<file path="config.mk">
export PLATFORM = sky130hd
export DESIGN_NAME = bcm_cell
export DESIGN_NICKNAME = d
export VERILOG_FILES = /design/src/bcm_pkg.sv /design/src/bcm_cell.sv
export SDC_FILE = /design/constraint.sdc
export NUM_CORES = 1
export LEC_CHECK = 0
export BUFFER_PORTS_ARGS = -buffer_cell sky130_fd_sc_hd__buf_4
export CAP_MARGIN = 0
export CORE_AREA = 2 2 347 349
export DETAILED_ROUTE_END_ITERATION = 7
export DIE_AREA = 0 0 349 351
export PLACE_DENSITY = 0.54
export SYNTH_ARGS = -nofsm -noshare
export SYNTH_HDL_FRONTEND = slang
export SYNTH_SLANG_ARGS = --single-unit
</file>
<file path="constraint.sdc">
create_clock -name clk -period 0.8 [get_ports clk]
set_input_delay 0.04 -clock clk [delete_from_list [all_inputs] [get_ports clk]]
set_output_delay 0.04 -clock clk [all_outputs]
set_load 0.03 [all_outputs]
</file>
<file path="src/bcm_pkg.sv">
// ---------------------------------------------------------------------------
// bcm_pkg
// Shared constants for the bubble coalescence merge datapath.
// ---------------------------------------------------------------------------
package bcm_pkg;

    // Cube root consumes three bits of the volume sum per root bit
    localparam int unsigned CBRT_DIGIT = 3;

    // Number of velocity components
    localparam int unsigned NUM_AXES = 3;

    // Cells needed to cover both the cube root and the quotient
    function automatic int unsigned chain_len(input int unsigned rw, input int unsigned vw);
        int unsigned n;
        n = (rw + 1 > vw) ? rw + 1 : vw;
        return n;
    endfunction

endpackage

</file>
<file path="src/bcm_cell.sv">
// ---------------------------------------------------------------------------
// bcm_cell
// One chain cell: one cube root digit and one quotient bit per axis.
// ---------------------------------------------------------------------------
module bcm_cell #(
    parameter int unsigned RW = 16,
    parameter int unsigned VW = 16,
    parameter int unsigned TW = 3*RW + 3,
    parameter int unsigned NW = 3*RW + VW + 1,
    parameter int unsigned K  = 0
) (
    input  logic                           clk,
    input  logic                           rst_n,
    input  logic                           en,
    input  logic                           vld_i,
    input  logic [TW-1:0]                  tot_i,
    input  logic [TW-1:0]                  rem_i,
    input  logic [RW:0]                    y_i,
    input  logic [2*RW+1:0]                y2_i,
    input  logic [bcm_pkg::NUM_AXES-1:0][NW-1:0] mag_i,
    input  logic [bcm_pkg::NUM_AXES-1:0][VW-1:0] q_i,
    input  logic [bcm_pkg::NUM_AXES-1:0]   neg_i,
    input  logic                           zero_i,
    input  logic [bcm_pkg::NUM_AXES-1:0][VW-1:0] v1_i,
    output logic                           vld_o,
    output logic [TW-1:0]                  tot_o,
    output logic [TW-1:0]                  rem_o,
    output logic [RW:0]                    y_o,
    output logic [2*RW+1:0]                y2_o,
    output logic [bcm_pkg::NUM_AXES-1:0][NW-1:0] mag_o,
    output logic [bcm_pkg::NUM_AXES-1:0][VW-1:0] q_o,
    output logic [bcm_pkg::NUM_AXES-1:0]   neg_o,
    output logic                           zero_o,
    output logic [bcm_pkg::NUM_AXES-1:0][VW-1:0] v1_o
);
    import bcm_pkg::*;

    localparam int unsigned Y2W = 2*RW + 2;
    localparam int unsigned DW  = NW + VW;

    logic [TW-1:0]  rem_next;
    logic [RW:0]    y_next;
    logic [Y2W-1:0] y2_next;
    logic [NUM_AXES-1:0][NW-1:0] mag_next;
    logic [NUM_AXES-1:0][VW-1:0] q_next;

    // cube root digit: try appending a one bit to the partial root
    generate
        if (K < RW + 1)
        begin : g_root
            localparam int unsigned G = RW - K;
            logic [TW-1:0] rsh;
            logic [TW-1:0] dlt;
            logic          take;
            always_comb
            begin
                rsh  = {rem_i[TW-CBRT_DIGIT-1:0], tot_i[CBRT_DIGIT*G +: CBRT_DIGIT]};
                dlt  = TW'(y2_i) * TW'(12) + TW'(y_i) * TW'(6) + TW'(1);
                take = (rsh >= dlt);
                rem_next = take ? rsh - dlt : rsh;
                y_next   = {y_i[RW-1:0], take};
                y2_next  = {y2_i[Y2W-3:0], 2'b00}
                         + (take ? Y2W'({y_i, 2'b00}) + Y2W'(1) : Y2W'(0));
            end
        end
        else
        begin : g_root_pass
            assign rem_next = rem_i;
            assign y_next   = y_i;
            assign y2_next  = y2_i;
        end
    endgenerate

    // restoring division bit, one lane per axis
    generate
        if (K < VW)
        begin : g_div
            localparam int unsigned B = VW - 1 - K;
            logic [DW-1:0] dsh;
            always_comb
            begin
                dsh = DW'(tot_i) << B;
                for (int j = 0; j < NUM_AXES; j++)
                begin
                    if (DW'(mag_i[j]) >= dsh)
                    begin
                        mag_next[j] = NW'(DW'(mag_i[j]) - dsh);
                        q_next[j]   = q_i[j] | (VW'(1) << B);
                    end
                    else
                    begin
                        mag_next[j] = mag_i[j];
                        q_next[j]   = q_i[j];
                    end
                end
            end
        end
        else
        begin : g_div_pass
            assign mag_next = mag_i;
            assign q_next   = q_i;
        end
    endgenerate

    always_ff @(posedge clk or negedge rst_n)
    begin
        if (!rst_n)
            vld_o <= 1'b0;
        else if (en)
            vld_o <= vld_i;
    end

    always_ff @(posedge clk)
    begin
        if (en)
        begin
            tot_o  <= tot_i;
            rem_o  <= rem_next;
            y_o    <= y_next;
            y2_o   <= y2_next;
            mag_o  <= mag_next;
            q_o    <= q_next;
            neg_o  <= neg_i;
            zero_o <= zero_i;
            v1_o   <= v1_i;
        end
    end

endmodule

</file>
---- After elaboration in Yosys (flattened, before gate mapping) ----
Cells that the tools add are included.
cells by class
  $add $sub $neg .......................... 8
  $mul .................................... 2
  order comparisons ....................... 4
  multiplexer cells ....................... 5
operator list
  operator                                             count
  >= comparator 65 x 66 -> 1 bit                       3
  2-to-1 mux 65 bit                                    3
  subtractor 65 bit                                    3
  >= comparator 51 x 40 -> 1 bit                       1
  2-to-1 mux 51 bit                                    1
  subtractor 51 x 40 -> 51 bit                         1
  adder 39 x 1 -> 40 bit (second input constant)       1
  adder 38 x 20 -> 39 bit                              1
  multiplier 34 x 2 -> 36 bit (second input constant)  1
  adder 34 x 20 -> 34 bit                              1
  adder 19 x 1 -> 20 bit (second input constant)       1
  2-to-1 mux 20 bit                                    1
  multiplier 17 x 2 -> 19 bit (second input constant)  1
storage, ports and cells
  bits in registers ....................... 449
  output and inout port bits .............. 449

---- Logic depth before layout (Yosys ltp) ----
Gate-level depths: netlist (run 1).
  word-level depth ........................ 6
  gate-level depth with buffers ........... 47

---- Worst setup path after synthesis (run 1) ----
No wires, ideal clock.
  path type ............................... input-to-reg
  start point ............................. input y_i[0]
  end point ............................... register y2_o[32], data pin
  library setup time ...................... 0.258 ns
  data arrival time ....................... 8.365 ns
  data required time ...................... 0.542 ns
  setup slack ............................. -7.822 ns
  stages .................................. 45
  path buffers ............................ 2
  cells stage by stage .................... ha_1 > inv_1 > fa_1 > nor2b_1 > o21ai_0 > a21boi_0 > o21ai_0 > a21boi_0 > o21ai_0 > a21oi_1 > nor3_1 > xnor2_1 > ha_1 > and3_1 > a221oi_1 > a21boi_0 > o21ba_2 > o31ai_1 > [9 not listed] > a21oi_1 > nor3_1 > clkbuf_1 > buf_1 > nor2_1 > ha_1 > fa_1 > a21o_1 > a21oi_1 > o21bai_1 > a21oi_1 > o21bai_1 > a21oi_1 > a31oi_1 > nand3_1 > nor2_1 > nand3_1 > xnor2_1
between the ends
  word-level cells in the longest chain between the ends .. 6
ends and longest elaborated chain
  what                            line             RTL
  start, declared                 bcm_cell.sv:18   input logic [RW:0] y_i,
  multiplier 17 x 2 -> 19 bit     bcm_cell.sv:58   dlt = TW'(y2_i) * TW'(12) + TW'(y_i) * TW'(6) + TW'(1);
  adder 38 x 20 -> 39 bit         bcm_cell.sv:58
  adder 39 x 1 -> 40 bit          bcm_cell.sv:58
  >= comparator 51 x 40 -> 1 bit  bcm_cell.sv:59   take = (rsh >= dlt);
  2-to-1 mux 20 bit *             bcm_cell.sv:63   + (take ? Y2W'({y_i, 2'b00}) + Y2W'(1) : Y2W'(0));
  adder 34 x 20 -> 34 bit *       bcm_cell.sv:63
  named net y2_next[32]           bcm_cell.sv:43   logic [Y2W-1:0] y2_next;
  end signal, assigned            bcm_cell.sv:120  y2_o <= y2_next;
  end, declared                   bcm_cell.sv:29   output logic [2*RW+1:0] y2_o,
Mark *: on every way through the listed nets, which the timed path passes. The rest lies on a longest branch.
A chain may end at the register's enable or synchronous reset.

---- Worst setup path after layout (run 1) ----
  start point ............................. input y_i[0]
  end point ............................... register y2_o[29], data pin
Same word-level chain as after synthesis.

==> results.cfg, run 1 <==
[outcome]
status = finished with violations
violations = hold timing, setup timing

[worst_hold_path]
worstHoldPathCells = 3
hold_path.class = primary input to flip-flop
min_from = y2_i[0]
worstHoldEndpoint = y2_o[2]

[routing]
highest_layer = met5
routed_wl_um = 153000
wl_met1_um = 59800
vias = 34200
ant_nets = 0
remaining_drc_errors = 0
post_drt_wl_per_cell_um = 21.1
wl_met3_um = 11000
firstDrtPassIters = 5
dr.first_iter.drc_count = 2092
drt-vias-per-instance = 4.72
dr_wl_met2_um = 78100

[floorplan]
dieArea_mm2 = 0.122
start_util_pct = 25.9
core_area_mm2 = 0.119
ios = 901
die_h_um = 351
die_x_um = 349
rows = 127

[synthesis]
synth_nets = 3840
synth-seq-cells = 447
yosysSeqAreaShare_pct = 43.6
async_flop_share_pct = 0.224
synthCells = 3105
synth_warnings = 0
synth_ff_type = edfxtp_1
synth_edf_count = 446
syn_area_per_cell_um2 = 9.92
netlist_area_mm2 = 0.0308
synth.distinct_cells = 80

[cells_and_area]
utilization_pct = 50.0
drive_gt1_share_pct = 49.4
final_common_cell = buf_4
register_area_mm2 = 0.0134
area_growth_pct = 93.2
n_fill_cell = 10900
multi_input_area_mm2 = 0.0198
stdcell_count = 7244
layout.nets = 6378
fin_area_mm2 = 0.0595
mostFrequentLayoutCells = buf_4 (1,990), edfxtp_1 (446), dlygate4sd3_1 (431)

[placed_design]
place_congestion = 0.945
dp_cells = 6569
postPlaceCellArea_mm2 = 0.0489
post-place-ws_ns = -7.52
port_buffers = 896
place_hpwl_um = 120000

[pwr]
p_per_area_mw_per_mm2 = 1990
net-switching-power_mw = 44.2
seq_power_share_pct = 26.3
intPower_mw = 74.1
p_comb_share_pct = 52.5
p_total_mw = 118
ir_worst_vdd_mv = 1.82
p_clk_share_pct = 21.1
netSwitchingFraction_pct = 37.3
static-leakage-power_nw = 26.7

[clock_network]
clkLatencyLatePin_ns = 0.64
cts_buffers = 53
cts_tree = done
cts_buffer_depth = 3
clock-sinks = 447
clkSlewWorstSetupHoldPaths_ns = 0.06
htreeDepth = 2
cts_root_buffer = clkbuf_16

[setup_path]
end_kind = flip-flop
r2r_cells = 1
start_kind = primary input
path_delay_family = compound AO/OA/AOI/OAI gates
r2r_slack_ns = 0.03
critPathKind = primary input to flip-flop
critPathBufInv = 7
timing.rr.start = vld_o
r2r-end = vld_o
worstPathRequired_ns = 1.19
arrival_ns = 7.86
cp_max_fo = 5
max_stage_delay_ns = 0.46
critPathSlowestCell = or3b_4

[global_route]
grt.total_usage_pct = 23.5
grt_pass1_wl_um = 215000
grt_overflow_total = 0
antenna_found_initial = 31
grt_pass1_vias = 34400
grt_max_degree = 29

[sta]
slew_headroom_pct = 47.0
finalMaxSlewViolations = 0
finalHoldViolations = 3
setup_viol = 1131
fin_skew_ns = 0
worst_hold_slack_ns = -0.157
max_freq_mhz = 134
finalCritPeriodShare_pct = 933
fin_crit_ns = 7.47
fin_ws_ns = -6.67
worstMarginPinSlew_ns = 0.788
rsz0062_at_grt = true
setup-tns-final_ns = -1129.96

[job]
cap_violations = 0
==> area by class of cell <==
type	count	share of cell area [%]
diodes	9	0.0379
clock buffers	66	2.40
clock inverters	33	0.561
inverters	153	1.12
multi-input cells	2402	33.2
flip-flops and latches	447	22.6
well taps	1548	3.26
repair buffers	2586	36.9
==> synthesized netlist by cell type, types with 68 or more instances <==
master / number / area, um^2
edfxtp_1: 446 / 13400
a21oi_1: 343 / 1720
ha_1: 275 / 3440
nand2_1: 250 / 938
o21ai_0: 230 / 1150
nor2_1: 218 / 818
xnor2_1: 166 / 1450
inv_1: 153 / 574
a21o_1: 145 / 1090
xor2_1: 109 / 955
clkbuf_1: 89 / 334
nand3_1: 68 / 340
==> routing by layer <==
metal  vias to the layer above  global-route usage (%)
met2                      1010                    42.8
met1                     16400                    27.4
met4                        28                    5.88
li1                      16600                       -
met3                       186                    5.74
met5                         -                       0
==> power by group through the flow <==
stage	Combinational (mW)	Sequential [mW]	Clock, mW
4_1_cts	58.8	31.1	25.6
3_3_place_gp	53.4	31.5	0
6_report	62.1	31.1	25.0
2_1_floorplan	21.3	37.3	0
3_5_place_dp	53.4	31.5	0
5_1_grt	66.5	31.4	26.4
==> flip-flops by register name, summed over array words and instances, names as in the netlist <==
register,cells
mag_o,195
neg_o,3
q_o,48
rem_o,51
tot_o,51
v1_o,48
vld_o,1
y2_o,32
y_o,17
zero_o,1
==> worst max-delay path by stage <==
stage,start,to,slack [ns],cells past startpoint
after floorplan,y_i[1],y2_o[33],-6.57,43
after global placement,y_i[1],y2_o[33],-7.47,43
after detailed placement,y_i[1],y2_o[33],-7.52,43
after CTS,y_i[1],y2_o[33],-6.62,46
after global routing,y_i[0],y2_o[33],-6.96,46
final,y_i[0],y2_o[29],-6.67,44
==> kinds of logic after synthesis <==
group	Yosys count	synth area share [%]
AO/OA/AOI/OAI	975	19.5
AND/OR/NAND/NOR	832	12.9
XOR/XNOR	275	7.82
other	1	0.0122
buffers and inverters	256	3.20
multiplexers	36	1.31
adder cells (fa/ha/maj)	283	11.7
flip-flops	447	43.6
==> what timing repair did <==
| item | CTS | global route |
|---|---|---|
| resized for setup | 293 | 447 |
| endpoints found under the setup margin | 685 | 1101 |
| hold endpoints to repair | 498 | 15 |
| gates cloned | 8 | 14 |
| hold buffers | 430 | 13 |
| pin swaps | 112 | 221 |
| buffers inserted | 84 | 89 |
No activity file was read; power rests on OpenSTA's default activity.
==> run 2, diff against run 1 <==
CORE_AREA = 2 2 355 357   (was 2 2 347 349)
DIE_AREA = 0 0 357 359   (was 0 0 349 351)
PLACE_DENSITY = 0.52   (was 0.54)
==> results.cfg, run 2 (synthesis results as in run 1) <==
[clock_network]
clock-sinks = 447
cts_buffer_depth = 3
clkSlewWorstSetupHoldPaths_ns = 0.06
cts_buffers = 55
cts_root_buffer = clkbuf_16
clkLatencyLatePin_ns = 0.63
htreeDepth = 2
cts_tree = done

[sta]
fin_skew_ns = 0
worstMarginPinSlew_ns = 0.725
finalCritPeriodShare_pct = 892
slew_headroom_pct = 51.5
worst_hold_slack_ns = -0.154
finalMaxSlewViolations = 0
fin_ws_ns = -6.34
rsz0062_at_grt = true
finalHoldViolations = 6
max_freq_mhz = 140
fin_crit_ns = 7.14
setup_viol = 1132

[placed_design]
place_congestion = 0.908
port_buffers = 896
place_hpwl_um = 122000
post-place-ws_ns = -7.52

[routing]
ant_nets = 0
dr.first_iter.drc_count = 2053
firstDrtPassIters = 5
drt-vias-per-instance = 4.65
vias = 33600
routed_wl_um = 150000
post_drt_wl_per_cell_um = 20.8
remaining_drc_errors = 0

[pwr]
static-leakage-power_nw = 25.5
ir_worst_vdd_mv = 1.94
p_per_area_mw_per_mm2 = 2010

[setup_path]
crit_top_cell = o21ai_2
critPathKind = primary input to flip-flop
r2r_cells = 1
start_kind = primary input
startpoint = y_i[1]
worstPathRequired_ns = 1.19
timing.rr.start = vld_o
r2r-end = vld_o
cp_max_fo = 6
arrival_ns = 7.52
max_stage_delay_ns = 0.45
critPathSlowestCell = or3b_1
end_kind = flip-flop
r2r_slack_ns = 0.04

[global_route]
grt_overflow_total = 0
grt_max_degree = 57
busiest_layer = met2
grt_pass1_wl_um = 215000
use_met3_pct = 5.55
grt_util_met2_pct = 40.7
gr-usage-met1_pct = 25.8
antenna_found_initial = 30
grt_pass1_vias = 34500
grt.total_usage_pct = 22.4

[floorplan]
die_h_um = 359
rows = 130
core_area_mm2 = 0.125
dieArea_mm2 = 0.128
start_util_pct = 24.7
ios = 901
die_x_um = 357

[cells_and_area]
utilization_pct = 45.3
mostFrequentLayoutCells = buf_4 (1,987), edfxtp_1 (446), dlygate4sd3_1 (426)
top_register = mag_o
area_growth_pct = 83.2
layout.nets = 6271
top_regs = mag_o (195), rem_o (51), tot_o (51)
drive_gt1_share_pct = 44.8
largest_register_ffs = 195
final_common_cell = buf_4

[worst_hold_path]
hold_path.class = primary input to flip-flop
worstHoldPathCells = 3
min_from = y2_i[0]
worstHoldEndpoint = y2_o[2]

[job]
cap_violations = 0

[outcome]
violations = hold timing, setup timing
status = finished with violations
run 2: cell count changes in the layout (fill, tap and decap cells not counted), moves of 26 or more:
| cell | delta |
|---|---|
| a21oi_2 | -28 |
| nor2_4 | -54 |
| o21ai_0 | +30 |
| nor2_1 | +48 |
| o21ai_2 | -26 |
| buf_6 | -43 |
| a21oi_1 | +32 |
run 2: cell type report:
class                   count  area (um^2)
diodes                      9         22.5
flip-flops and latches    447        13400
inverters                 153          646
multi-input cells        2402        18200
repair buffers           2477        20200
clock buffers              65         1440
well taps                1650         2060
fillers                 12000        68200
clock inverters            34          360
run 2: per-stage QoR:
| stage | total power, mW | hold WS [ns] | setup TNS, ns | instances | cell area, um^2 |
|---|---|---|---|---|---|
| after floorplan | 58.6 | -0.256 | -736.39 | 3105 | 32400 |
| after global placement | 84.2 | -0.184 | -1005.34 | 6651 | 48900 |
| after detailed placement | 84.2 | -0.183 | -1009.49 | 6651 | 48900 |
| after CTS | 113 | -0.211 | -1245.45 | 7220 | 55900 |
| after global routing | 119 | -0.188 | -1246.78 | 7234 | 56400 |
| final | 113 | -0.154 | -1185.79 | 7237 | 56400 |
run 2: per-layer routing:
metal | share of wire [%] | vias up
met5 | 0.13 | -
met1 | 39 | 16000
li1 | - | 16400
met4 | 3.1 | 28
met2 | 50 | 999
met3 | 7.3 | 201
run 2: timing repair:
item / 4_1_cts / 5_1_grt
hold buffers: 428 / 2
endpoints found under the hold margin: 511 / 8
resized for setup: 129 / 107
setup buffers: 45 / 14
endpoints found under the setup margin: 685 / 1132
gates cloned: 0 / 3
pin swaps: 78 / 62
run 2: report_power, final:
| part | internal (mW) | switching, mW |
|---|---|---|
| logic | 27.0 | 29.9 |
| registers | 29.9 | 1.25 |
| clock network | 14.5 | 10.8 |
run 2: worst max path at each step:
stage / to
after floorplan: y2_o[33]
after global placement: y2_o[33]
after detailed placement: y2_o[33]
after CTS: y2_o[32]
after global routing: y2_o[32]
final: y2_o[29]
run 2: worst max-delay path: cells and delay by family:
kind | cells | cell delay (ns)
adders and majority gates | 5 | 1.21
and+or+nand+nor | 11 | 2.39
xor gates and xnor gates | 2 | 0.29
AOI/OAI and AO/OA | 19 | 2.71
buffers and inverters | 7 | 0.85
